`src/design/hpdc_pkg.sv`:
```
// Package for the HDMI PLL divider calculation block.
// Holds register indexes, mode codes, constants and the pipeline types.
// No dependencies.
`timescale 1ns / 1ps

package hpdc_pkg;

    localparam logic [7:0] REG_REF_CLOCK = 8'd0;
    localparam logic [7:0] REG_PREDIV_N  = 8'd1;
    localparam logic [7:0] REG_POST_M2   = 8'd2;
    localparam logic [7:0] REG_DEEP_MODE = 8'd3;

    localparam logic [1:0] MODE_24BIT = 2'd0;
    localparam logic [1:0] MODE_30BIT = 2'd1;
    localparam logic [1:0] MODE_36BIT = 2'd2;

    localparam logic [19:0] UNSUPPORTED_PIXEL_KHZ = 20'd148500;
    localparam logic [20:0] DCO_RANGE_LIMIT_KHZ   = 21'd100000;
    localparam logic [15:0] RECIP_TEN             = 16'd52429; // ceil(2^19 / 10)
    localparam logic [11:0] SD_STEP_KHZ           = 12'd2500;  // 250 times the final /10
    localparam logic [18:0] SD_SAT_LIMIT          = 19'd2560;

    localparam int MAIN_STEPS = 32;
    localparam int FRAC_STEPS = 18;
    localparam int CHAIN_LEN  = MAIN_STEPS + 1 + FRAC_STEPS;

    typedef struct packed {
        logic [15:0] clk;
        logic [8:0]  np1;
        logic [6:0]  m2;
        logic [1:0]  mode;
        logic [12:0] clk10;
        logic [19:0] sd_div;
    } cfg_t;

    typedef struct packed {
        logic        unsup;
        logic [20:0] phy;
        logic [31:0] num;
        logic [15:0] rem;
        logic [31:0] quo;
        logic [17:0] mf;
        logic [17:0] sdnum;
        logic [19:0] sdrem;
        logic [17:0] sdq;
    } stage_t;

endpackage

```
`src/design/hpdc_front.sv`:
```
// Front stages: input capture, deep color scaling and the dividend 10*phy*(N+1).
// Depends on hpdc_pkg.
`timescale 1ns / 1ps

module hpdc_front
    import hpdc_pkg::*;
(
    input  logic        clk,
    input  logic        rst_n,
    input  logic        en,
    input  logic        in_valid,
    input  logic [19:0] pix,
    input  cfg_t        cfg_in,
    output logic        out_valid,
    output stage_t      out_stage
);

    logic        vld0_reg;
    logic [19:0] pix_reg;
    logic        vld1_reg;
    stage_t      st_reg;
    stage_t      st_next;
    logic [22:0] pix5;
    logic [21:0] pix3;
    logic [24:0] phy10;

    assign pix5 = {3'b0, pix_reg} + {1'b0, pix_reg, 2'b0};
    assign pix3 = {2'b0, pix_reg} + {1'b0, pix_reg, 1'b0};

    always_comb
    begin
        st_next = '0;
        case (cfg_in.mode)
            MODE_30BIT: st_next.phy = pix5[22:2];
            MODE_36BIT:
            begin
                if (pix_reg == UNSUPPORTED_PIXEL_KHZ)
                    st_next.unsup = 1'b1;
                else
                    st_next.phy = pix3[21:1];
            end
            default:    st_next.phy = {1'b0, pix_reg};
        endcase
        phy10 = {4'b0, st_next.phy} * 25'd10;
        st_next.num = 32'(phy10 * cfg_in.np1);
    end

    always_ff @(posedge clk or negedge rst_n)
    begin
        if (!rst_n)
        begin
            vld0_reg <= 1'b0;
            vld1_reg <= 1'b0;
        end
        else if (en)
        begin
            vld0_reg <= in_valid;
            vld1_reg <= vld0_reg;
        end
    end

    always_ff @(posedge clk)
    begin
        if (en)
        begin
            pix_reg <= pix;
            st_reg  <= st_next;
        end
    end

    assign out_valid = vld1_reg;
    assign out_stage = st_reg;

endmodule

```
`config.mk`:
```
export PLATFORM = sky130hd
export DESIGN_NAME = hpdc_front
export DESIGN_NICKNAME = d
export VERILOG_FILES = /design/src/design/hpdc_pkg.sv /design/src/design/hpdc_front.sv
export SDC_FILE = /design/constraint.sdc
export NUM_CORES = 1
export LEC_CHECK = 0
export ABC_AREA = 0
export BUFFER_PORTS_ARGS = -buffer_cell sky130_fd_sc_hd__buf_2
export CORE_MARGIN = 2
export CORE_UTILIZATION = 46
export DETAILED_ROUTE_END_ITERATION = 10
export PLACE_DENSITY = 0.76
export SLEW_MARGIN = 10
export SYNTH_ARGS = -nofsm -noshare
export SYNTH_HDL_FRONTEND = slang
export SYNTH_SLANG_ARGS = --single-unit
```
`constraint.sdc`:
```
create_clock -name clk -period 12 [get_ports clk]
set_clock_uncertainty 0.1 [all_clocks]
set_input_delay 1.8 -clock clk [delete_from_list [all_inputs] [get_ports clk]]
set_output_delay 1.8 -clock clk [all_outputs]
set_load 0.1 [all_outputs]
```
; Word-level counts from Yosys, hierarchy flattened
; Index checks and enable logic that the tools add are counted.
[word_totals]
register_bits = 75
[classes]
n_mux = 3
n_eq_ne = 3
multipliers = 2
addsub = 2
[ops]
columns = op, count
row1 = one-hot mux 21 bit (2 select lines), 1
row2 = multiplier 24 x 9 -> 31 bit, 1
row3 = multiplier 21 x 3 -> 24 bit (second input constant), 1
row4 = adder 20 x 22 -> 23 bit, 1
row5 = adder 20 x 21 -> 22 bit, 1
row6 = two-way mux 21 bit, 1
row7 = == test 20 x 18 -> 1 bit (second input constant), 1
row8 = == test 2 x 1 -> 1 bit (second input constant), 1
row9 = == test 2 bit (second input constant), 1
row10 = two-way mux 1 bit, 1

; Depth between registers and ports, before layout
[depth]
word_depth = 5
ltp_mapped = 41

; Worst setup path after synthesis
; No wires, ideal clock.
[synth_timing]
path_type = input to register
start = input port cfg_in[33] (netlist name)
end = register st_reg, in the netlist out_stage[153] (data pin)
setup_time_ns = 0.258
t_required_ns = 11.642
path_slack_ns = 2.343
arrival_ns = 9.299
path_stages = 32
cell_sequence = inv_1 ha_1 clkbuf_1 clkbuf_1 a221oi_1 a21oi_1 ha_1 ha_1 fa_1 a211oi_1 o21a_1 nor3_1 o22a_1 a21o_2 a21oi_1 xnor2_1 nand2_1 fa_1 inv_1 fa_1 fa_1 inv_1 fa_1 inv_1 ha_1 a21o_1 a31o_2 o311ai_4 o2111ai_1 a21oi_1 xnor3_1 xnor2_1
[synth_rtl]
columns = element, line
row1 = from (decl), hpdc_front.sv:13  ; input cfg_t cfg_in,
row2 = to (signal assigned), hpdc_front.sv:67  ; st_reg <= st_next;
row3 = to (decl), hpdc_front.sv:21  ; stage_t st_reg;

==> insert_results.sql <==
INSERT INTO impl_metrics (metric_group, metric, value, unit) VALUES
('outcome', 'result_of_the_run', 'finished, final reports clean', ''),
('synth', 'number_of_enable_type_register_cells_in_the_synthesized_netlist', '73', ''),
('hold_path', 'min-delay-path-class', 'reg -> reg', ''),
('clock_tree', 'holdBufCountCts', '0', ''),
('floorplanning', 'initial_core_utilization', '46.8', '%'),
('routing', 'route.antenna.remaining_nets', '0', ''),
('synth', 'synthesis.area', '13000', 'um^2'),
('clock_tree', 'cts-htree-levels', '3', ''),
('floorplanning', 'ios', '268', ''),
('critical_path', 'cp-end-kind', 'flop', ''),
('final_layout', 'nets', '1840', ''),
('global_route', 'global_route.usage.met3', '2.70', '%'),
('clock_tree', 'tritoncts', 'done', ''),
('hold_path', 'hold_path_depth', '1', ''),
('clock_tree', 'clk_latency', '0.37', 'ns'),
('placed_design', 'routabilityCongestion', '0.861', ''),
('final_layout', 'largest_register_ff_count', '53', ''),
('synth', 'synthMostInstantiatedCell', 'sky130_fd_sc_hd__inv_1', ''),
('global_route', 'gr-max-usage-layer', 'met2', ''),
('global_route', 'grt_util_met2', '35.1', '%'),
('sta', 'timing.final.crit_share', '87.5', '%'),
('critical_path', 'reg_to_reg_start', 'pix_reg[6]$_DFFE_PP_', ''),
('sta', 'maxSlewHeadroom', '35.1', '%'),
('sta', 'setup_viol', '0', ''),
('global_route', 'grt_remaining_overflow', '0', ''),
('critical_path', 'capturing_point_of_the_worst_reg2reg_path', 'out_stage[153]$_DFFE_PP_', ''),
('synth', 'synth.distinct_cells', '75', ''),
('global_route', 'first_pass_grt_wire_length', '46.4', 'mm'),
('sta', 'rsz0062_at_grt', 'no', ''),
('global_route', 'gr-usage-met1', '24.5', '%'),
('floorplanning', 'placeable_area', '27800', 'um^2'),
('clock_tree', 'clock-root-buffer', 'sky130_fd_sc_hd__clkbuf_16', ''),
('global_route', 'antenna_violations_before_repair', '0', ''),
('sta', 'final-max-slew-violation-count', '0', ''),
('clock_tree', 'numClockSinks', '75', ''),
('synth', 'synthTopCellsByArea', 'sky130_fd_sc_hd__fa_1, sky130_fd_sc_hd__edfxtp_1, sky130_fd_sc_hd__ha_1, sky130_fd_sc_hd__buf_4, sky130_fd_sc_hd__inv_1', ''),
('synth', 'synth.yosys.warnings', '0', ''),
('critical_path', 'crit_path_start', 'cfg_in[34]', ''),
('critical_path', 'worst-setup-path-type', 'in -> reg', ''),
('routing', 'detailedRoute.firstPassIterationCount', '5', ''),
('synth', 'synthArstFlopShare', '2.67', '%'),
('sta', 'final.min_clock_period', '10.50', 'ns'),
('routing', 'detail_route.drc_violations', '0', ''),
('floorplanning', 'die-width', '172', 'um'),
('critical_path', 'worst_setup_path_start_kind', 'primary input', ''),
('final_layout', 'area.growth.synth_to_final', '5.19', '%'),
('floorplanning', 'die-area', '29600', 'um^2'),
('synth', 'postSynth.topFlopCell', 'sky130_fd_sc_hd__edfxtp_1', ''),
('sta', 'setup-tns-final', '0', 'ns'),
('critical_path', 'regToRegSetupSlack', '1.72', 'ns'),
('routing', 'drt-total-wl', '27.5', 'mm'),
('clock_tree', 'cts.clk_slew.worst_paths', '0.07', 'ns'),
('synth', 'synth_cells', '1386', ''),
('routing', 'wl_per_cell', '14.9', 'um'),
('sta', 'timing.final.hold_violations', '0', ''),
('floorplanning', 'placementRows', '61', ''),
('synth', 'post_synth_most_frequent_cells', 'sky130_fd_sc_hd__inv_1, sky130_fd_sc_hd__fa_1, sky130_fd_sc_hd__ha_1', ''),
('synth', 'synth_top_area_share', '24.2', '%'),
('final_layout', 'drive_above_1_share', '9.02', '%'),
('critical_path', 'cp_data_required_time', '12.03', 'ns'),
('global_route', 'grt_max_degree', '76', ''),
('final_layout', 'fin_area', '13700', 'um^2'),
('critical_path', 'critical-path-max-stage-delay', '0.65', 'ns'),
('routing', 'avgViaCountPerCell', '5.14', ''),
('synth', 'synth.ff_latch_count', '75', ''),
('placed_design', 'postPlaceCellArea', '13400', 'um^2'),
('floorplanning', 'die_h', '172', 'um'),
('clock_tree', 'cts_buffer_depth', '2', ''),
('clock_tree', 'post_cts_resized', '0', ''),
('sta', 'hold_ws', '0.410', 'ns'),
('synth', 'synth-seq-area-share', '17.3', '%');
logic make-up after synthesis:
| family | Yosys count | share of synthesized area (%) |
|---|---|---|
| compound gates | 233 | 12.4 |
| buf+inv | 356 | 13.8 |
| mux | 5 | 0.424 |
| xor+xnor | 73 | 5.03 |
| flops | 75 | 17.3 |
| fa+ha+maj | 291 | 37.1 |
| simple gates | 352 | 13.9 |
| other cells | 1 | 0.0289 |
placed cells by master, fill, tap and decap left out, types with 4 or more instances in the layout:
cell type	n
sky130_fd_sc_hd__inv_1	202
sky130_fd_sc_hd__fa_1	157
sky130_fd_sc_hd__ha_1	134
sky130_fd_sc_hd__conb_1	123
sky130_fd_sc_hd__nand2_1	114
sky130_fd_sc_hd__and2_1	107
sky130_fd_sc_hd__buf_2	87
sky130_fd_sc_hd__edfxtp_1	73
sky130_fd_sc_hd__a21oi_1	72
sky130_fd_sc_hd__xnor2_1	51
sky130_fd_sc_hd__nor2_1	43
sky130_fd_sc_hd__a21o_1	29
sky130_fd_sc_hd__o21ai_0	24
sky130_fd_sc_hd__xor2_1	21
sky130_fd_sc_hd__nor2b_1	18
sky130_fd_sc_hd__nand2b_1	18
sky130_fd_sc_hd__o21a_1	17
sky130_fd_sc_hd__nor3_1	17
sky130_fd_sc_hd__a221oi_1	12
sky130_fd_sc_hd__o21bai_1	11
sky130_fd_sc_hd__nand3_1	10
sky130_fd_sc_hd__clkbuf_16	9
sky130_fd_sc_hd__nand4_1	7
sky130_fd_sc_hd__a31oi_1	7
sky130_fd_sc_hd__o211ai_1	7
sky130_fd_sc_hd__buf_4	6
sky130_fd_sc_hd__o31ai_1	5
sky130_fd_sc_hd__a211oi_1	4
sky130_fd_sc_hd__mux2_2	4
final cells by class:
class	count	area [um^2]
fillers	2641	14100
multi-input cells	1077	9410
flip-flops and latches	75	2240
inverters	202	758
repair buffers	93	480
well taps	378	473
clock buffers	9	225
clock inverters	7	76.3
diodes	1	2.50
critical path: cells and delay by family:
kind,cells,cell delay (ns)
fa+ha+maj,9,4.05
compound gates,10,2.21
mux,1,0.31
buf+inv,5,0.58
simple gates,5,0.64
xor+xnor,3,0.92
through the flow:
stage | instances | utilization (%) | setup slack [ns]
2_1_floorplan | 1508 | - | 2.34
5_1_grt | 1841 | 49.2 | 0.900
3_5_place_dp | 1825 | 48.1 | 1.22
6_report | 1842 | 49.2 | 1.50
4_1_cts | 1841 | 49.2 | 1.58
3_3_place_gp | 1825 | 48.1 | 1.33
per-layer routing:
metal | vias up | wire length (um) | share of wire [%]
met3 | 50 | 1280 | 4.6
li1 | 4465 | - | -
met1 | 4686 | 11600 | 42
met5 | - | 0 | 0
met2 | 270 | 13900 | 51
met4 | 0 | 639 | 2.3
worst min path at each step:
stage                              start                   end  slack [ns]
finish              vld0_reg$_DFFE_PN0P_  vld0_reg$_DFFE_PN0P_        0.41
global route        vld0_reg$_DFFE_PN0P_  vld0_reg$_DFFE_PN0P_        0.44
CTS                 vld0_reg$_DFFE_PN0P_  vld0_reg$_DFFE_PN0P_        0.41
detailed placement  vld0_reg$_DFFE_PN0P_  vld0_reg$_DFFE_PN0P_        0.40
global placement    vld0_reg$_DFFE_PN0P_  vld0_reg$_DFFE_PN0P_        0.38
floorplan           vld0_reg$_DFFE_PN0P_  vld0_reg$_DFFE_PN0P_        0.37
Power is not shown: default switching activity piles up to over one toggle a cycle in this logic, so the estimate is an artifact.
