**config.mk**
```make
export PLATFORM = sky130hd
export DESIGN_NAME = hpdc_out_flat
export DESIGN_NICKNAME = d
export VERILOG_FILES = /design/src/design/hpdc_pkg.sv /design/src/design/hpdc_if.sv /design/src/design/hpdc_out.sv /design/src/flat_wrapper.sv
export SDC_FILE = /design/constraint.sdc
export NUM_CORES = 1
export LEC_CHECK = 0
export ABC_AREA = 1
export BUFFER_PORTS_ARGS = -buffer_cell sky130_fd_sc_hd__buf_2
export CAP_MARGIN = 20
export CORE_MARGIN = 8
export CORE_UTILIZATION = 40
export CTS_CLUSTER_DIAMETER = 150
export DETAILED_ROUTE_END_ITERATION = 7
export PLACE_DENSITY_LB_ADDON = 0.2
export SLEW_MARGIN = 20
export SYNTH_ARGS = -nofsm -noshare
export SYNTH_HDL_FRONTEND = slang
export SYNTH_SLANG_ARGS = --single-unit
```
**constraint.sdc**
```tcl
create_clock -name clk -period 1.2 [get_ports clk]
set_input_delay 0.12 -clock clk [delete_from_list [all_inputs] [get_ports clk]]
set_output_delay 0.12 -clock clk [all_outputs]
set_load 0.05 [all_outputs]
```
**src/design/hpdc_pkg.sv**
```systemverilog
// Package for the HDMI PLL divider calculation block.
// Holds register indexes, mode codes, constants and the pipeline types.
// No dependencies.
`timescale 1ns / 1ps

package hpdc_pkg;

    localparam logic [7:0] REG_REF_CLOCK = 8'd0;
    localparam logic [7:0] REG_PREDIV_N  = 8'd1;
    localparam logic [7:0] REG_POST_M2   = 8'd2;
    localparam logic [7:0] REG_DEEP_MODE = 8'd3;

    localparam logic [1:0] MODE_24BIT = 2'd0;
    localparam logic [1:0] MODE_30BIT = 2'd1;
    localparam logic [1:0] MODE_36BIT = 2'd2;

    localparam logic [19:0] UNSUPPORTED_PIXEL_KHZ = 20'd148500;
    localparam logic [20:0] DCO_RANGE_LIMIT_KHZ   = 21'd100000;
    localparam logic [15:0] RECIP_TEN             = 16'd52429; // ceil(2^19 / 10)
    localparam logic [11:0] SD_STEP_KHZ           = 12'd2500;  // 250 times the final /10
    localparam logic [18:0] SD_SAT_LIMIT          = 19'd2560;

    localparam int MAIN_STEPS = 32;
    localparam int FRAC_STEPS = 18;
    localparam int CHAIN_LEN  = MAIN_STEPS + 1 + FRAC_STEPS;

    typedef struct packed {
        logic [15:0] clk;
        logic [8:0]  np1;
        logic [6:0]  m2;
        logic [1:0]  mode;
        logic [12:0] clk10;
        logic [19:0] sd_div;
    } cfg_t;

    typedef struct packed {
        logic        unsup;
        logic [20:0] phy;
        logic [31:0] num;
        logic [15:0] rem;
        logic [31:0] quo;
        logic [17:0] mf;
        logic [17:0] sdnum;
        logic [19:0] sdrem;
        logic [17:0] sdq;
    } stage_t;

endpackage

```
**src/design/hpdc_if.sv**
```systemverilog


interface hpdc_res_if;
    logic        valid;
    logic        ready;
    logic        unsupported;
    logic [20:0] phy_clock_khz;
    logic [15:0] multiplier_m;
    logic [17:0] fraction_mf;
    logic        dco_high_range;
    logic [7:0]  sigma_delta_divider;
    logic [6:0]  post_divider_copy;
    modport source (output valid, output unsupported, output phy_clock_khz,
                    output multiplier_m, output fraction_mf, output dco_high_range,
                    output sigma_delta_divider, output post_divider_copy, input ready);
    modport sink (input valid, input unsupported, input phy_clock_khz,
                  input multiplier_m, input fraction_mf, input dco_high_range,
                  input sigma_delta_divider, input post_divider_copy, output ready);
endinterface


```
**src/design/hpdc_out.sv**
```systemverilog
// Output register: sigma-delta rounding and saturation, masking of unsupported items.
// Depends on hpdc_pkg and hpdc_res_if.
`timescale 1ns / 1ps

module hpdc_out
    import hpdc_pkg::*;
(
    input  logic       clk,
    input  logic       rst_n,
    input  logic       en,
    input  logic       in_valid,
    input  stage_t     in_stage,
    input  cfg_t       cfg_in,
    hpdc_res_if.source result
);

    logic        vld_reg;
    logic        unsup_reg;
    logic [20:0] phy_reg;
    logic [15:0] m_reg;
    logic [17:0] mf_reg;
    logic        dco_reg;
    logic [7:0]  sd_reg;
    logic [6:0]  m2_reg;
    logic [18:0] sd_round;
    logic [27:0] sd_prod;
    logic [7:0]  sd_val;
    logic        u;

    assign u        = in_stage.unsup;
    assign sd_round = {1'b0, in_stage.sdq} + 19'd5;
    assign sd_prod  = sd_round[11:0] * RECIP_TEN;
    assign sd_val   = (sd_round >= SD_SAT_LIMIT) ? 8'hFF : sd_prod[26:19];

    always_ff @(posedge clk or negedge rst_n)
    begin
        if (!rst_n)
            vld_reg <= 1'b0;
        else if (en)
            vld_reg <= in_valid;
    end

    always_ff @(posedge clk)
    begin
        if (en)
        begin
            unsup_reg <= u;
            phy_reg   <= u ? 21'd0 : in_stage.phy;
            m_reg     <= u ? 16'd0 : in_stage.quo[15:0];
            mf_reg    <= u ? 18'd0 : in_stage.mf;
            dco_reg   <= !u && (in_stage.phy > DCO_RANGE_LIMIT_KHZ);
            sd_reg    <= u ? 8'd0 : sd_val;
            m2_reg    <= u ? 7'd0 : cfg_in.m2;
        end
    end

    assign result.valid               = vld_reg;
    assign result.unsupported         = unsup_reg;
    assign result.phy_clock_khz       = phy_reg;
    assign result.multiplier_m        = m_reg;
    assign result.fraction_mf         = mf_reg;
    assign result.dco_high_range      = dco_reg;
    assign result.sigma_delta_divider = sd_reg;
    assign result.post_divider_copy   = m2_reg;

endmodule

```
**src/flat_wrapper.sv**
```systemverilog
// flat-port wrapper written by rule: the top's interface ports become plain ports
module hpdc_out_flat import hpdc_pkg::*;
  (clk, rst_n, en, in_valid, in_stage, cfg_in, result_valid, result_unsupported, result_phy_clock_khz, result_multiplier_m, result_fraction_mf, result_dco_high_range, result_sigma_delta_divider, result_post_divider_copy, result_ready);
  hpdc_res_if result_i ();
  input  logic clk;
  input  logic rst_n;
  input  logic en;
  input  logic in_valid;
  input  stage_t in_stage;
  input  cfg_t cfg_in;
  output wire logic [$bits(result_i.valid)-1:0] result_valid;
  output wire logic [$bits(result_i.unsupported)-1:0] result_unsupported;
  output wire logic [$bits(result_i.phy_clock_khz)-1:0] result_phy_clock_khz;
  output wire logic [$bits(result_i.multiplier_m)-1:0] result_multiplier_m;
  output wire logic [$bits(result_i.fraction_mf)-1:0] result_fraction_mf;
  output wire logic [$bits(result_i.dco_high_range)-1:0] result_dco_high_range;
  output wire logic [$bits(result_i.sigma_delta_divider)-1:0] result_sigma_delta_divider;
  output wire logic [$bits(result_i.post_divider_copy)-1:0] result_post_divider_copy;
  input wire logic [$bits(result_i.ready)-1:0] result_ready;
  assign result_valid = result_i.valid;
  assign result_unsupported = result_i.unsupported;
  assign result_phy_clock_khz = result_i.phy_clock_khz;
  assign result_multiplier_m = result_i.multiplier_m;
  assign result_fraction_mf = result_i.fraction_mf;
  assign result_dco_high_range = result_i.dco_high_range;
  assign result_sigma_delta_divider = result_i.sigma_delta_divider;
  assign result_post_divider_copy = result_i.post_divider_copy;
  assign result_i.ready = result_ready;
  hpdc_out u_core (.clk(clk), .rst_n(rst_n), .en(en), .in_valid(in_valid), .in_stage(in_stage), .cfg_in(cfg_in), .result(result_i));
endmodule
```
After elaboration in Yosys (flattened, before gate mapping):

Index checks and enable logic that the tools add are counted.

* word-level logic and storage cells: 15
* output and inout bits: 73
* register bits: 73
* input port bits: 248

* $add $sub $neg: 1
* reduce and logical (&&, ||, !) cells: 2
* order comparisons: 2
* multiply operators: 1
* multiplexer cells: 1

Operator list (number)
* 12-bit by 16-bit multiplier with 27-bit output (second input constant): 1
* 21-bit by 17-bit greater-than comparator with 1-bit output (second input constant): 1
* 18-bit by 3-bit adder with 19-bit output (second input constant): 1
* 19-bit by 12-bit >= comparator with 1-bit output (second input constant): 1
* 8-bit 2-to-1 mux: 1
* 1-bit logical AND: 1
* 1-bit logical NOT: 1

Longest topological paths before layout:

* depth in word-level cells: 3
* depth in mapped cells: 30
* gate-level depth less buffers: 30

Least setup slack after synthesis:

Ideal clock, no wire load.

* kind: input -> register
* from: input in_stage[0] (netlist name)
* to: register u_core.sd_reg[3], in the netlist u_core.result.sigma_delta_divider[3], data pin
* path buffers: 0
* setup slack: -3.647 ns
* stages on the path: 28
* arrival: 4.597 ns
* path through: ha_1 -> nand3_1 -> nand2_1 -> xnor2_1 -> inv_1 -> ha_1 -> inv_1 -> fa_1 -> inv_1 -> fa_1 -> fa_1 -> inv_1 -> fa_1 -> inv_1 -> ha_1 -> nand2_1 -> nor2_1 -> nand2_1 -> nor2_1 -> nand2_1 -> nand2_1 -> nor2_1 -> nand2_1 -> nand2_1 -> nand2_1 -> nand3_1 -> nand2_1 -> inv_1

* longest elaborated chain between the ends: 3
* elaborated cells on any way between the ends: 4

RTL lines
* start, declared: RTL line flat_wrapper.sv:9 `input stage_t in_stage;`
* 18-bit by 3-bit adder with 19-bit output *: RTL line hpdc_out.sv:31 `assign sd_round = {1'b0, in_stage.sdq} + 19'd5;`
* 12-bit by 16-bit multiplier with 27-bit output or 19-bit by 12-bit >= comparator with 1-bit output (tied branches): RTL line hpdc_out.sv:32, hpdc_out.sv:33
* 8-bit 2-to-1 mux *: RTL line hpdc_out.sv:33 `assign sd_val = (sd_round >= SD_SAT_LIMIT) ? 8'hFF : sd_prod[26:19];`
* end signal, assigned: RTL line hpdc_out.sv:52 `sd_reg <= u ? 8'd0 : sd_val;`
* end, declared: RTL line hpdc_out.sv:23 `logic [7:0] sd_reg;`

Every way passes the cells marked *; elsewhere a longest branch is shown, timed or not.
A chain may end at the register's enable or synchronous reset.

Final worst setup path:

* from: input in_stage[0] (netlist name)
* to: register u_core.sd_reg[5], in the netlist u_core.result.sigma_delta_divider[5], data pin

Same word-level chain as after synthesis.

==> key figures <==
Flow run
  – Max Cap Viol: 0

Clock tree
  – Worst-skew pair later-pin latency: 0.33 ns
  – Clk pin slew, worst setup/hold paths: 0.06 ns
  – Num CTS Buffers: 9
  – H-tree depth: 3
  – TritonCTS clock tree: built
  – CTS root buffer: clkbuf_16
  – Sink Count: between 70 and 80
  – CTS Buffer Depth: 2

Setup path
  – CP max stage delay: 0.54 ns
  – WP buf/inv: 7
  – CP Class: primary input to register
  – Crit-path slowest cell: fa_2
  – R2r setup slk: 0.46 ns
  – Family with the most delay on the worst path: adder cells
  – Crit path DAT: ~4.5 ns
  – CP required: 1.29 ns
  – CP Launch Type: primary input
  – Worst-path maximum fanout: 6
  – Crit. End Element: register

Timing
  – Post-route minimum period: about 4.4 ns
  – Fin Hold WS: roughly 0.028 ns
  – Skew final: 0 ns
  – PnR worst setup slack: -3.22 ns
  – Slew Viols, Final: 0
  – Worst Max-Slew Pin Slew: 0.302 ns
  – Max_slew headroom: 0.797
  – Final Hold Viols: 0
  – Max frequency: approximately 230 MHz
  – Fin crit share: 3.68
  – RSZ-0062 raised after global routing: yes
  – Count of final setup violators: 8

Routing
  – WL final: 18900 um
  – Drc violations: 0
  – Routed length per instance: 13.7 um
  – Via density: 4.42
  – DR vias: roughly 6000
  – First-pass DRT Iterations: 4
  – Post-DRT Antenna Nets: 0
  – DRT iter0 DRCs: 228

Synthesis
  – Syn Nets: 1210
  – Syn Std Cell Area: around 6700 um2
  – Seq/Total Area, Yosys: 0.327
  – #FFs+latches synth: 73
  – Syn Area/Cell: 7.94 um2
  – Post-Syn Instances: 843
  – Synthesis Warnings: 0
  – Netlist cell types: 30

Floorplanning
  – Initial Util: 0.407
  – Num ports: 321
  – Die Height: 145 um
  – Die ar.: 21100 um2
  – Core Box Area: 16500 um2
  – Num rows: 47
  – DIE WIDTH: 145 um

Global route
  – First-pass GRT wire length: 31300 um
  – Vias in the first global route: ~6300
  – Initial antenna violation count: 0
  – Largest net degree at the start of global routing: 38
  – Total track usage: 0.181
  – Grt total ovfl: 0

Power
  – Static Leak: 5.31 nW
  – Clk pwr share: 0.101
  – Part of the power in combinational logic: 0.769
  – Net Switching: 11.6 mW
  – Seq pwr share: 0.130
  – PwrDens: 2420 nW/um2
  – Net Sw Frac: 0.493
  – Peak VDD IR: 1480 uV
  – Pint: 12.0 mW
  – Power Total: 23.6 mW

Status
  – Failing checks: setup timing
  – Status: complete, but fails checks

Placed design
  – Routability cong.: 0.882
  – Post-place setup slack: -3.69 ns
  – Port Buf Inserts: 157
  – HPWL Detailed: 15400 um

Layout
  – Layout cells sized above 1: 0.391
  – Ant. Diodes: 0
  – Core Util, Final: 0.593
  – Nets: 1522
  – P&R area growth vs syn: 45.8%

Worst hold path
  – Worst hold path type: primary input to register
-- kinds of logic (layout without fill, tap and decap cells) --
| logic type | count (synthesis) | after routing | synth area share |
|---|---|---|---|
| compound gates | 24 | 24 | 0.0202 |
| xor+xnor | 9 | 9 | 0.0118 |
| fa+ha+maj | 119 | 119 | 0.269 |
| buf+inv | 257 | 574 | 0.145 |
| flops | 73 | 73 | 0.327 |
| mux | 1 | 1 | 0.00168 |
| simple gates | 360 | 360 | 0.226 |
-- synth_stat cells (all sizes together) --
| master | n | area, um2 |
|---|---|---|
| inv | 248 | 931 |
| or2 | 1 | 6.26 |
| o21bai | 3 | 22.5 |
| ha | 77 | 963 |
| nand3 | 35 | 175 |
| nor3 | 4 | 20.0 |
| dfrtp | 1 | 25.0 |
| nor4 | 2 | 12.5 |
| and2 | 1 | 6.26 |
| a21oi | 17 | 92.6 |
| nand4 | 11 | 68.8 |
| nand3b | 3 | 22.5 |
| edfxtp | 72 | 2160 |
| clkinv | 2 | 7.51 |
| nor2 | 114 | 465 |
| xnor2 | 3 | 26.3 |
| mux2 | 1 | 11.3 |
| fa | 42 | 841 |
| xor2 | 6 | 52.6 |
| nand2 | 189 | 734 |
| o21ai | 4 | 20.0 |
| clkbuf | 6 | 22.5 |
| buf | 1 | 7.51 |
-- per-stage QoR --
| stage | TNS, ns | instance area (um2) | instances |
|---|---|---|---|
| floorplan | -25.56 | 6960 | 843 |
| global placement | -28.02 | 8880 | 1322 |
| detailed placement | -28.54 | 8880 | 1322 |
| CTS | -25.02 | 9590 | 1376 |
| global route | -27.05 | 9770 | 1380 |
| finish | -25.29 | 9770 | 1380 |
-- final timing paths --
path,cells after the start,from,end
max reg2reg,1,u_core.result.valid,u_core.result.valid
min,2,in_valid,u_core.result.valid
min in group asynchronous,2,rst_n,u_core.result.valid
max,28,in_stage[0],u_core.result.sigma_delta_divider[5]
min reg2reg,1,u_core.result.valid,u_core.result.valid
max in group asynchronous,2,rst_n,u_core.result.valid
-- metal layers --
layer | global-route usage | vias up | wire, um
met5 | 0 | - | 0
met4 | 0.0552 | 0 | 408
met3 | 0.0364 | 29 | 983
met2 | 0.328 | 156 | 9630
met1 | 0.210 | 2764 | 7920
li1 | - | 3151 | -
-- cells in the final DEF (no fill, tap or decap), types with 4 or more instances in the layout --
cell type	netlist	final
a21oi_1	15	10
a21oi_2	2	7
buf_12	0	5
buf_2	0	153
buf_4	1	144
clkbuf_16	0	9
edfxtp_1	72	72
fa_1	42	37
fa_2	0	5
ha_1	77	61
ha_4	0	14
inv_1	245	223
inv_2	3	21
inv_4	0	4
nand2_1	183	154
nand2_2	4	23
nand2_4	2	12
nand3_1	35	25
nand3_2	0	10
nand4_1	11	11
nor2_1	107	87
nor2_2	3	11
nor2_4	4	16
xor2_1	6	4
-- repair_timing --
action,4_1_cts,5_1_grt
hold endpoints to repair,1,0
resized for setup,45,48
buffers inserted,37,5
endpoints found under the setup margin,8,8
pin swaps,30,33
hold buffers,1,0
-- power groups by stage --
stage          Combinational, mW  Clock (mW)  Sequential [mW]
2_1_floorplan               10.6           0             3.85
3_3_place_gp                15.8           0             3.13
3_5_place_dp                15.9           0             3.13
4_1_cts                     17.5        2.43             3.08
5_1_grt                     20.4        2.52             3.10
6_report                    18.1        2.37             3.08
-- registers in the layout, summed over array words and instances (netlist names) --
name,count
u_core.result.unsupported,1
u_core.result.sigma_delta_divider,8
u_core.result.valid,1
u_core.result.dco_high_range,1
u_core.result.phy_clock_khz,21
u_core.result.fraction_mf,18
u_core.result.post_divider_copy,7
u_core.result.multiplier_m,16
-- final cells by class --
| class | count | area, um2 |
|---|---|---|
| well taps | 220 | 275 |
| clock buffers | 9 | 225 |
| multi-input cells | 513 | 4060 |
| inverters | 250 | 948 |
| fillers | 1490 | 6700 |
| clock inverters | 7 | 46.3 |
| flip-flops and latches | 73 | 2190 |
| repair buffers | 308 | 2020 |
(Power assumes the default switching activity.)
