### src/design/hpdc_pkg.sv
// Package for the HDMI PLL divider calculation block.
// Holds register indexes, mode codes, constants and the pipeline types.
// No dependencies.
`timescale 1ns / 1ps

package hpdc_pkg;

    localparam logic [7:0] REG_REF_CLOCK = 8'd0;
    localparam logic [7:0] REG_PREDIV_N  = 8'd1;
    localparam logic [7:0] REG_POST_M2   = 8'd2;
    localparam logic [7:0] REG_DEEP_MODE = 8'd3;

    localparam logic [1:0] MODE_24BIT = 2'd0;
    localparam logic [1:0] MODE_30BIT = 2'd1;
    localparam logic [1:0] MODE_36BIT = 2'd2;

    localparam logic [19:0] UNSUPPORTED_PIXEL_KHZ = 20'd148500;
    localparam logic [20:0] DCO_RANGE_LIMIT_KHZ   = 21'd100000;
    localparam logic [15:0] RECIP_TEN             = 16'd52429; // ceil(2^19 / 10)
    localparam logic [11:0] SD_STEP_KHZ           = 12'd2500;  // 250 times the final /10
    localparam logic [18:0] SD_SAT_LIMIT          = 19'd2560;

    localparam int MAIN_STEPS = 32;
    localparam int FRAC_STEPS = 18;
    localparam int CHAIN_LEN  = MAIN_STEPS + 1 + FRAC_STEPS;

    typedef struct packed {
        logic [15:0] clk;
        logic [8:0]  np1;
        logic [6:0]  m2;
        logic [1:0]  mode;
        logic [12:0] clk10;
        logic [19:0] sd_div;
    } cfg_t;

    typedef struct packed {
        logic        unsup;
        logic [20:0] phy;
        logic [31:0] num;
        logic [15:0] rem;
        logic [31:0] quo;
        logic [17:0] mf;
        logic [17:0] sdnum;
        logic [19:0] sdrem;
        logic [17:0] sdq;
    } stage_t;

endpackage

### src/design/hpdc_if.sv


interface hpdc_cfg_if;
    logic        valid;
    logic        ready;
    logic [7:0]  index;
    logic [15:0] data;
    modport source (output valid, output index, output data, input ready);
    modport sink (input valid, input index, input data, output ready);
endinterface

### src/design/hpdc_cfg_regs.sv
// Configuration registers and the divisors derived from them.
// Depends on hpdc_pkg and hpdc_cfg_if.
`timescale 1ns / 1ps

module hpdc_cfg_regs
    import hpdc_pkg::*;
(
    input  logic       clk,
    input  logic       rst_n,
    hpdc_cfg_if.sink   cfg,
    output cfg_t       cfg_out
);

    logic [15:0] ref_reg;
    logic [7:0]  prediv_reg;
    logic [6:0]  m2_reg;
    logic [1:0]  mode_reg;
    logic [12:0] clk10_reg;
    logic [19:0] sd_div_reg;
    logic [15:0] clk_fix;
    logic [31:0] clk10_prod;
    logic [8:0]  np1;

    assign cfg.ready  = 1'b1;
    assign clk_fix    = (ref_reg == 16'd0) ? 16'd1 : ref_reg;
    assign np1        = {1'b0, prediv_reg} + 9'd1;
    assign clk10_prod = clk_fix * RECIP_TEN;

    always_ff @(posedge clk or negedge rst_n)
    begin
        if (!rst_n)
        begin
            ref_reg    <= 16'd38400;
            prediv_reg <= 8'd0;
            m2_reg     <= 7'd1;
            mode_reg   <= MODE_24BIT;
            clk10_reg  <= 13'd3840;
            sd_div_reg <= 20'd2500;
        end
        else
        begin
            if (cfg.valid)
            begin
                case (cfg.index)
                    REG_REF_CLOCK: ref_reg    <= cfg.data;
                    REG_PREDIV_N:  prediv_reg <= cfg.data[7:0];
                    REG_POST_M2:   m2_reg     <= cfg.data[6:0];
                    REG_DEEP_MODE: mode_reg   <= cfg.data[1:0];
                    default:       ;
                endcase
            end
            // Derived divisors are registered, so they follow the registers in the next cycle.
            clk10_reg  <= clk10_prod[31:19];
            sd_div_reg <= 20'(np1 * SD_STEP_KHZ);
        end
    end

    assign cfg_out.clk    = clk_fix;
    assign cfg_out.np1    = np1;
    assign cfg_out.m2     = m2_reg;
    assign cfg_out.mode   = mode_reg;
    assign cfg_out.clk10  = clk10_reg;
    assign cfg_out.sd_div = sd_div_reg;

endmodule

### src/flat_wrapper.sv
// flat-port wrapper written by rule: the top's interface ports become plain ports
module hpdc_cfg_regs_flat import hpdc_pkg::*;
  (clk, rst_n, cfg_out, cfg_valid, cfg_index, cfg_data, cfg_ready);
  hpdc_cfg_if cfg_i ();
  input  logic clk;
  input  logic rst_n;
  output cfg_t cfg_out;
  input wire logic [$bits(cfg_i.valid)-1:0] cfg_valid;
  input wire logic [$bits(cfg_i.index)-1:0] cfg_index;
  input wire logic [$bits(cfg_i.data)-1:0] cfg_data;
  output wire logic [$bits(cfg_i.ready)-1:0] cfg_ready;
  assign cfg_i.valid = cfg_valid;
  assign cfg_i.index = cfg_index;
  assign cfg_i.data = cfg_data;
  assign cfg_ready = cfg_i.ready;
  hpdc_cfg_regs u_core (.clk(clk), .rst_n(rst_n), .cfg(cfg_i), .cfg_out(cfg_out));
endmodule
### config.mk
export PLATFORM = sky130hd
export DESIGN_NAME = hpdc_cfg_regs_flat
export DESIGN_NICKNAME = d
export VERILOG_FILES = /design/src/design/hpdc_pkg.sv /design/src/design/hpdc_if.sv /design/src/design/hpdc_cfg_regs.sv /design/src/flat_wrapper.sv
export SDC_FILE = /design/constraint.sdc
export NUM_CORES = 1
export LEC_CHECK = 0
export BUFFER_PORTS_ARGS = -buffer_cell sky130_fd_sc_hd__buf_2
export CAP_MARGIN = 20
export CELL_PAD_IN_SITES_DETAIL_PLACEMENT = 1
export CELL_PAD_IN_SITES_GLOBAL_PLACEMENT = 1
export CORE_ASPECT_RATIO = 2
export CORE_MARGIN = 1
export CORE_UTILIZATION = 52
export DETAILED_ROUTE_END_ITERATION = 8
export HOLD_SLACK_MARGIN = 0.05
export PLACE_DENSITY = 0.87
export SETUP_SLACK_MARGIN = 0.1
export SYNTH_ARGS = -nofsm -noshare
export SYNTH_HDL_FRONTEND = slang
export SYNTH_SLANG_ARGS = --single-unit
### constraint.sdc
create_clock -name clk -period 16.35 [get_ports clk]
set_input_delay 3.27 -clock clk [delete_from_list [all_inputs] [get_ports clk]]
set_output_delay 3.27 -clock clk [all_outputs]
set_load 0.02 [all_outputs]
# == Word-level counts from Yosys, hierarchy flattened ==
# Index checks and enable logic that the tools add are counted.
# word_totals
regBits,64
in_bits,27
out_inout_bits,68
word_cells,19
# classes
add_sub_neg,1
multipliers,2
n_eq_ne,3
mux,1
reduce_logical,6
# ops
op,count
"multiplier 16 x 16 -> 32 bit, second input constant",1
"multiplier 9 x 10 -> 18 bit, second input constant",1
"== test 8 x 2 -> 1 bit, second input constant",2
logical NOT 16 bit,1
2-to-1 mux 16 bit,1
"adder 8 x 1 -> 9 bit, second input constant",1
"== test 8 x 1 -> 1 bit, second input constant",1
logical NOT 8 bit,1
AND reduction 2 bit,4

# == Depth between registers and ports, before layout ==
# Gate-level depths: netlist of run 1.
# depth
word_depth,3
ltp_mapped,25
depth_no_buf,25

# == Least setup slack after synthesis of run 1 ==
# Ideal clock, no wire load.
# synth_path
path_type,flip-flop to flip-flop
from,reg u_core.ref_reg[3]
to,reg u_core.clk10_reg[9]
arrival_ns,6.534
required_ns,16.275
path_slack_ns,9.740
path_stages_with_launch,26
path_buffers,1
cell_sequence,dfrtp_1 > inv_1 > ha_1 > and4_1 > nand4_1 > nor3_1 > clkbuf_1 > nor2_1 > ha_1 > inv_1 > fa_1 > inv_1 > fa_1 > fa_1 > fa_1 > inv_1 > fa_1 > inv_1 > ha_1 > and4_1 > o21ai_1 > nand2b_1 > o311ai_4 > a221o_2 > a21oi_2 > xnor2_1
# synth_lines
element,line,text
from (decl),hpdc_cfg_regs.sv:14,logic [15:0] ref_reg;
from (signal assigned),hpdc_cfg_regs.sv:45,REG_REF_CLOCK: ref_reg <= cfg.data;
to (signal assigned),hpdc_cfg_regs.sv:53,clk10_reg <= clk10_prod[31:19];
to (decl),hpdc_cfg_regs.sv:18,logic [12:0] clk10_reg;

# == Final worst setup path of run 1 ==
# layout_path
from,reg u_core.ref_reg[3]
to,reg u_core.clk10_reg[12]
# layout_via
elab_chain_len,3
# layout_rtl
element,line,text
logical NOT 16 bit,hpdc_cfg_regs.sv:25,assign clk_fix = (ref_reg == 16'd0) ? 16'd1 : ref_reg;
2-to-1 mux 16 bit (*),hpdc_cfg_regs.sv:25,
multiplier 16 x 16 -> 32 bit (*),hpdc_cfg_regs.sv:27,assign clk10_prod = clk_fix * RECIP_TEN;
net u_core.clk10_prod[31],hpdc_cfg_regs.sv:21,logic [31:0] clk10_prod;
# Mark *: on every way through the listed nets, which the timed path passes. The rest lies on a longest branch.
# A chain may end at the register's enable or synchronous reset.

==> results of run 1 <==
final timing paths:
check | depth (start not counted) | start | slack (ns) | endpoint
worst max-delay path | 25 | u_core.ref_reg[3]$_DFFE_PN0P_ | 8.99 | u_core.clk10_reg[12]$_DFF_PN0_
worst min-delay path | 1 | u_core.mode_reg[1]$_DFFE_PN0P_ | 0.50 | u_core.mode_reg[1]$_DFFE_PN0P_
worst max register to register | 25 | u_core.ref_reg[3]$_DFFE_PN0P_ | 8.99 | u_core.clk10_reg[12]$_DFF_PN0_
worst min register to register | 1 | u_core.mode_reg[1]$_DFFE_PN0P_ | 0.50 | u_core.mode_reg[1]$_DFFE_PN0P_
max in group asynchronous | 2 | rst_n | 12.68 | u_core.ref_reg[2]$_DFFE_PN0P_
min in group asynchronous | 2 | rst_n | 3.13 | u_core.sd_div_reg[9]$_DFF_PN0_
through the flow:
stage	util, %	hold slack (ns)
6_report	59.6	0.500
4_1_cts	59.6	0.503
2_1_floorplan	-	0.509
3_5_place_dp	57.5	0.488
3_3_place_gp	57.5	0.484
5_1_grt	59.6	0.537
cells in the final DEF, fill, tap and decap left out, types with 6 or more instances in the layout:
cell / Yosys / final
inv_1: 180 / 180
ha_1: 178 / 178
fa_1: 95 / 95
buf_2: 2 / 91
dfrtp_1: 50 / 50
nor2_1: 27 / 27
o21ai_0: 25 / 25
nand2_1: 24 / 24
xnor2_1: 24 / 24
mux2_2: 19 / 19
a21oi_1: 16 / 16
xor2_1: 14 / 14
dfstp_2: 14 / 14
nand3_1: 12 / 12
clkbuf_16: 0 / 9
a21o_1: 7 / 7
nor3_1: 6 / 6
layout make-up:
type                    instances  area, um^2  area share, %
inverters                     180         676           7.41
multi-input cells             516        5760           63.2
well taps                     198         248           2.72
repair buffers                 95         485           5.33
flip-flops and latches         64        1620           17.8
clock inverters                 7         103           1.13
clock buffers                   9         225           2.47
worst max-delay path, delay by kind of cell, from the launching register on:
kind                     cells  cell delay, ns
XOR/XNOR                     1            0.15
adder cells (fa/ha/maj)      8            3.58
AO/OA/AOI/OAI                4            0.77
AND/OR/NAND/NOR              6            1.68
flip-flops                   1            0.41
buffers and inverters        6            0.68
per-layer routing:
| metal | part of all wire [%] | track usage, % | up-vias |
|---|---|---|---|
| met5 | 0 | 0 | - |
| met1 | 30 | 27.5 | 2979 |
| met4 | 9.0 | 25.4 | 0 |
| met2 | 58 | 63.7 | 192 |
| met3 | 2.9 | 4.33 | 102 |
| li1 | - | - | 2674 |
cell families (layout without fill, tap and decap cells):
group	after synthesis	in the layout	synth area share, %
adders and majority gates	273	273	50.9
buffers and inverters	192	291	9.14
and+or+nand+nor	103	103	6.54
AOI/OAI and AO/OA	80	80	6.68
DFF	64	64	19.9
xor gates and xnor gates	38	38	4.10
muxes	19	19	2.64
other	2	3	0.0925
==> out/metrics.cfg, run 1 <==
[placed_design]
post-place-cells = 1053
gp_congestion = 0.927
place_worst_setup_slack_ns = 9.05
place_area_um2 = 8790
hpwl_um = 20200
port_buffers = 91

[yosys]
async_reset_ff_share_pct = 100
ys_warn_count = 0
synth_area_um2 = 8120
yosys.area.top_type_share_pct = 27.4
yosys.cell_count.top_type = inv_1
synthCells = 771
ys_top_cells_by_count = inv_1, ha_1, fa_1
ys_types = 55
synthTopCellsByArea = ha_1, fa_1, dfrtp_1
ys_seq_area_share_pct = 19.9
ys_ff_latch = 64
synth_top_cell_by_area = ha_1
synth-edff-count = 0
synthFlopType = dfrtp_1
syn_avg_cell_area_um2 = 10.5

[sta]
finalCritPeriodShare_pct = 45.0
final.setup.tns_ns = 0
skew_ns = 0.00728
relSlewSlack_pct = 40.7
worst_slack_ns = 8.99
tightest_slew_ns = 0.887
setup_violations = 0
finalMaxSlewViolations = 0
hold_viol = 0
max_freq_ghz = 0.136
rsz0062_at_grt = no
period_needed_ns = 7.36

[worst_setup_path]
cp.arrival_ns = 7.62
start_kind = flop
end_kind = flop
path_class = reg -> reg
critPathRequiredTime_ns = 16.62
max_stage_delay_ns = 0.54
crit_path_max_fanout = 8
crit_slowest_cell = fa_1

[cells_and_area]
drive_gt1_share_pct = 18.0
nFillCells = 1724
largest_reg_flops = 18
n_antenna_cell = 0
final_nets = 1166
syn_to_final_growth_pct = 12.3
fin_area_um2 = 9110
final_cells = 1069

[run]
cap_violations = 0

[clock_tree]
cts_buffers = 9
cts-root-buf = clkbuf_16
ctsLongestPathBuffers = 2
cts_htree_levels = 3
cts.sink_count = 64
postCtsResizedCells = 0
cts_tree = yes
cts_setup_buffers = 0
clk_latency_ns = 0.34
cts-hold-fix-buffers = 0
clkTransAtPathRegs_ns = 0.06

[global_routing]
antenna_found_initial = 0
grt_pass1_vias = 7130
grt_first_pass_wirelength_um = 37800
grt_max_degree = 65
overflow = 0
track_usage_pct = 31.9

[floorplan]
start_util_pct = 53.1
die_width_um = 90.3
std_cell_rows = 64
chipHeight_um = 179
die_area_um2 = 16100
core_um2 = 15300
ioPinCount = 95

[routing]
antenna_left = 0
first_pass_iters = 4
drc = 0
wirelength_um = 23500
wl_per_cell_um = 22.0
vias = 5947
drtIter0Drc = 187
viasPerCell = 5.56

[run_status]
outcome = finished, final reports clean

[min_path]
hold_path.class = reg -> reg

Power of run 1 is left out: the tool's default activity adds up to more than one toggle a clock period on the data nets, which glitch-free logic cannot reach.
==> inputs of run 2 (changes only) <==
- ABC_AREA: not set -> 1
- CORE_UTILIZATION: 52 -> 46
- PLACE_DENSITY: 0.87 -> 0.8
- clock period: 16.35 -> 7 ns (I/O delays scaled with it)
==> out/metrics.cfg, run 2 <==
[cells_and_area]
nFillCells = 2379
largest_reg_flops = 18
syn_to_final_growth_pct = 11.1
n_antenna_cell = 0
drive_gt1_share_pct = 11.7
final_cell_mix = inv_1, nand2_1, ha_1
seq_area_um2 = 1620
multi_input_area_um2 = 6240
layout_commonest_cell = inv_1
final_nets = 1440

[floorplan]
core_um2 = 18800
die_width_um = 100
chipHeight_um = 199
die_area_um2 = 19900
std_cell_rows = 71
ioPinCount = 95
start_util_pct = 47.2

[clock_tree]
cts-root-buf = clkbuf_16
cts.sink_count = 64
postCtsResizedCells = 0
cts-hold-fix-buffers = 0
cts_tree = yes
clkTransAtPathRegs_ns = 0.06
cts_buffers = 9
clk_latency_ns = 0.36
ctsLongestPathBuffers = 2
cts_setup_buffers = 0
cts_htree_levels = 3

[sta]
hold_viol = 0
final.setup.tns_ns = 0
skew_ns = 0.00663
finalMaxSlewViolations = 0
period_needed_ns = 6.27
max_freq_ghz = 0.159
relSlewSlack_pct = 41.0
tightest_slew_ns = 0.885
finalCritPeriodShare_pct = 89.6
setup_violations = 0
rsz0062_at_grt = no

[yosys]
yosys.cell_count.top_type = inv_1
synthFlopType = dfrtp_1
ys_top_cells_by_count = inv_1, nand2_1, ha_1
ys_types = 38
synth_area_um2 = 8900
ys_seq_area_share_pct = 18.2
async_reset_ff_share_pct = 100
synthCells = 1046
synthTopCellsByArea = ha_1, fa_1, dfrtp_1
synth-edff-count = 0
syn_avg_cell_area_um2 = 8.51
yosys.area.top_type_share_pct = 25.0
ys_ff_latch = 64
ys_warn_count = 0
synth_top_cell_by_area = ha_1

[routing]
wl_per_cell_um = 20.0
viasPerCell = 5.24
first_pass_iters = 4
drc = 0
antenna_left = 0
vias = 7333
drtIter0Drc = 205
wirelength_um = 28000

[worst_setup_path]
crit_path_max_fanout = 14
critPathRequiredTime_ns = 7.23
crit_slowest_cell = fa_1
critPathBufInv = 7
cp.arrival_ns = 6.50
max_stage_delay_ns = 0.58
path_class = reg -> reg
reg2reg_depth = 27
r2r-end = u_core.clk10_reg[12]$_DFF_PN0_
r2r_setup_slack_ns = 0.73
start_kind = flop
crit_family = adder cells
r2r-start = u_core.ref_reg[7]$_DFFE_PN0P_
critPathMostFrequentCell = nand2_1
end_kind = flop
startpoint = u_core.ref_reg[7]$_DFFE_PN0P_

[global_routing]
overflow = 0
antenna_found_initial = 0
grt_first_pass_wirelength_um = 42900
grt_max_degree = 65
track_usage_pct = 29.8
grt_pass1_vias = 8324

[power_and_ir_drop]
leakage_uw = 0.00613
peakVddDrop_mv = 0.142
power_uw = 1670
cellPowerDensity_nw_per_um2 = 169

[run_status]
outcome = finished, final reports clean

[min_path]
holdPathStages = 2
hold_path.class = reg -> reg
hold_start = u_core.mode_reg[0]$_DFFE_PN0P_
holdPathEnd = u_core.mode_reg[0]$_DFFE_PN0P_

[placed_design]
port_buffers = 91
hpwl_um = 24500
gp_congestion = 0.940

[run]
cap_violations = 0

## run 2: per-layer routing
| layer | up-vias | part of all wire [%] | wire (um) | GRT usage [%] |
|---|---|---|---|---|
| met5 | - | 0 | 0 | 0 |
| met4 | 0 | 8.9 | 2500 | 24.7 |
| met3 | 123 | 2.6 | 737 | 4.57 |
| met2 | 172 | 58 | 16200 | 58.7 |
| met1 | 3627 | 30 | 8530 | 25.0 |
| li1 | 3411 | - | - | - |
## run 2: through the flow
step | instances | hold slack, ns | cell area (um^2) | util (%) | worst slack, ns
floorplan | 1047 | 0.481 | 8900 | - | 1.28
global placement | 1384 | 0.463 | 9630 | 51.1 | 0.919
detailed placement | 1384 | 0.477 | 9630 | 51.1 | 0.769
CTS | 1400 | 0.491 | 9890 | 52.5 | 0.698
global route | 1400 | 0.515 | 9890 | 52.5 | 0.407
finish | 1400 | 0.484 | 9890 | 52.5 | 0.728
## run 2: logic make-up (layout without fill, tap and decap cells)
logic type | Yosys count | in the layout | share of synthesized area, %
AO/OA/AOI/OAI | 98 | 98 | 5.95
XOR/XNOR | 24 | 24 | 2.36
other | 2 | 3 | 0.0844
multiplexers | 8 | 8 | 1.18
buffers and inverters | 271 | 369 | 11.8
adder cells (fa/ha/maj) | 273 | 273 | 46.4
AND/OR/NAND/NOR | 306 | 306 | 14.1
flip-flops | 64 | 64 | 18.2
## run 2: worst max path at each step
stage                                     endpoint  slack, ns  cells after the start
CTS                 u_core.clk10_reg[12]$_DFF_PN0_       0.70                     27
floorplan            u_core.clk10_reg[5]$_DFF_PN0_       1.28                     26
finish              u_core.clk10_reg[12]$_DFF_PN0_       0.73                     27
global route        u_core.clk10_reg[12]$_DFF_PN0_       0.41                     27
global placement    u_core.clk10_reg[12]$_DFF_PN0_       0.92                     27
detailed placement  u_core.clk10_reg[12]$_DFF_PN0_       0.77                     27
## run 2: final cells by class
class,instances,share of cell area (%)
multi-input cells,712,63.1
flip-flops and latches,64,16.4
inverters,259,9.83
repair buffers,94,4.83
well taps,255,3.23
clock buffers,12,2.39
clock inverters,4,0.253
## run 2: power by group
| group | total (uW) | internal (uW) | switching [uW] | leakage (uW) |
|---|---|---|---|---|
| sequential | 435 | 416 | 19.6 | 0.000829 |
| combinational | 822 | 283 | 538 | 0.00518 |
| clock | 415 | 238 | 176 | 0.000123 |
| total | 1670 | 937 | 734 | 0.00613 |
## run 2: tightest hold or removal path, stage by stage, from the launching register on
cell     delay, ns
dfrtp_1       0.34
nand2_1       0.05
o21ai_0       0.06
Power figures use the tool's default switching activity.
==> inputs of run 3 (changes only) <==
- BUFFER_PORTS_ARGS: -buffer_cell sky130_fd_sc_hd__buf_2 -> not set
- CORE_UTILIZATION: 46 -> 50
- DONT_BUFFER_PORTS: not set -> 1
==> out/metrics.cfg, run 3 (same netlist as run 2, synthesis figures left out) <==
[sta]
max_freq_ghz = 0.157
rsz0062_at_grt = no
setup_violations = 0
hold_viol = 0
finalCritPeriodShare_pct = 91.1
skew_ns = 0.00742
tightest_slew_ns = 0.884
final.setup.tns_ns = 0
finalMaxSlewViolations = 0
relSlewSlack_pct = 40.9
period_needed_ns = 6.38

[power_and_ir_drop]
peakVddDrop_mv = 0.132
clkPwrFrac_pct = 25.5
swShare_pct = 44.2
cellPowerDensity_nw_per_um2 = 173
p_comb_share_pct = 44.5
seqPwrFrac_pct = 29.9
leakage_uw = 0.00571
p_int_uw = 906
p_sw_uw = 718

[routing]
viasPerCell = 5.41
wl_per_cell_um = 20.9
drc = 0
antenna_left = 0
wirelength_um = 26400
first_pass_iters = 4
drtIter0Drc = 198
vias = 6834

[worst_setup_path]
cp.arrival_ns = 6.62
crit_slowest_cell = fa_1
r2r_setup_slack_ns = 0.62
reg2reg_depth = 26
path_class = reg -> reg
r2r-end = u_core.clk10_reg[12]$_DFF_PN0_
r2r-start = u_core.ref_reg[12]$_DFFE_PN1P_
start_kind = flop
crit_path_max_fanout = 16
crit_cells = 26
crit_family = adder cells
startpoint = u_core.ref_reg[12]$_DFFE_PN1P_
end_kind = flop
critPathRequiredTime_ns = 7.24
critPathBufInv = 7
max_stage_delay_ns = 0.56
critical_path.endpoint = u_core.clk10_reg[12]$_DFF_PN0_
critPathMostFrequentCell = inv_1

[placed_design]
place_area_um2 = 9110
gp_congestion = 0.973
port_buffers = 0
hpwl_um = 22700

[floorplan]
start_util_pct = 51.3
chipHeight_um = 191
die_area_um2 = 18400
core_um2 = 17400
ioPinCount = 95
die_width_um = 96.3
std_cell_rows = 68

[global_routing]
grt_first_pass_wirelength_um = 40600
met2_usage_pct = 58.5
grt_max_degree = 65
busiest_layer = met2
antenna_found_initial = 0
met3_usage_pct = 7.38
track_usage_pct = 30.9
overflow = 0
grt_pass1_vias = 7770
met1_usage_pct = 26.8

[cells_and_area]
drive_gt1_share_pct = 4.27
syn_to_final_growth_pct = 5.40
nFillCells = 2129
layout_commonest_cell = inv_1
largest_reg_flops = 18
fin_area_um2 = 9380
n_antenna_cell = 0
final_cell_mix = inv_1, nand2_1, ha_1
final_nets = 1349

[clock_tree]
cts-root-buf = clkbuf_16
cts_htree_levels = 3
postCtsResizedCells = 0
cts.sink_count = 64
cts_tree = yes
clk_latency_ns = 0.35
cts-hold-fix-buffers = 0
cts_setup_buffers = 0
cts_buffers = 9
clkTransAtPathRegs_ns = 0.06
ctsLongestPathBuffers = 2

[run]
cap_violations = 0

[min_path]
hold_path.class = reg -> reg

[run_status]
outcome = finished, final reports clean

-- run 3: how the worst min path moves through the flow --
stage / from / end / cells past startpoint
6_report: u_core.prediv_reg[6]$_DFFE_PN0P_ / u_core.prediv_reg[6]$_DFFE_PN0P_ / 2
4_1_cts: u_core.prediv_reg[6]$_DFFE_PN0P_ / u_core.prediv_reg[6]$_DFFE_PN0P_ / 2
3_5_place_dp: u_core.prediv_reg[6]$_DFFE_PN0P_ / u_core.prediv_reg[6]$_DFFE_PN0P_ / 2
2_1_floorplan: u_core.prediv_reg[6]$_DFFE_PN0P_ / u_core.prediv_reg[6]$_DFFE_PN0P_ / 2
5_1_grt: u_core.prediv_reg[7]$_DFFE_PN0P_ / u_core.prediv_reg[7]$_DFFE_PN0P_ / 2
3_3_place_gp: u_core.prediv_reg[6]$_DFFE_PN0P_ / u_core.prediv_reg[6]$_DFFE_PN0P_ / 2
-- run 3: worst reg2reg max path: stages (launching register included) --
cell and delay (ns):
dfstp_2 0.55, inv_1 0.05, ha_1 0.20, nand4_1 0.08
nor2_1 0.05, nand2_1 0.38, nand2_1 0.12, inv_1 0.33
ha_1 0.32, inv_1 0.09, fa_1 0.55, inv_1 0.07
fa_1 0.45, fa_1 0.51, fa_1 0.56, inv_1 0.06
fa_1 0.54, inv_1 0.05, ha_1 0.34, nand2_1 0.15
inv_1 0.05, a21oi_1 0.24, o21ai_0 0.17, a21oi_1 0.19
nand2_1 0.07, nand2_1 0.06, nand2_1 0.05
-- run 3: metrics by stage --
step	utilization [%]	hold WS, ns	instances	power (uW)	worst slack, ns
floorplan	-	0.481	1047	975	1.28
global placement	52.5	0.511	1248	1190	0.702
detailed placement	52.5	0.537	1248	1210	0.647
CTS	54.0	0.549	1264	1630	0.638
global route	54.0	0.602	1264	1750	0.304
finish	54.0	0.545	1264	1620	0.622
-- run 3: area by class of cell --
class | instances | area, um^2 | share of cell area (%)
clock buffer | 10 | 229 | 2.44
tap | 210 | 263 | 2.80
timing repair buffer | 3 | 22.5 | 0.240
inverter | 259 | 972 | 10.4
clock inverter | 6 | 36.3 | 0.387
multi-input combinational | 712 | 6240 | 66.5
sequential | 64 | 1620 | 17.3
-- run 3: layer usage --
| layer | vias to the layer above | share of wire [%] |
|---|---|---|
| li1 | 3229 | - |
| met1 | 3356 | 31 |
| met2 | 150 | 57 |
| met3 | 99 | 4.6 |
| met4 | 0 | 8.0 |
| met5 | - | 0 |
-- run 3: power groups by stage --
| stage | logic, uW | clock network [uW] | registers (uW) |
|---|---|---|---|
| 5_1_grt | 822 | 439 | 490 |
| 4_1_cts | 720 | 425 | 488 |
| 3_3_place_gp | 694 | 0 | 493 |
| 3_5_place_dp | 715 | 0 | 493 |
| 2_1_floorplan | 493 | 0 | 481 |
| 6_report | 724 | 414 | 486 |
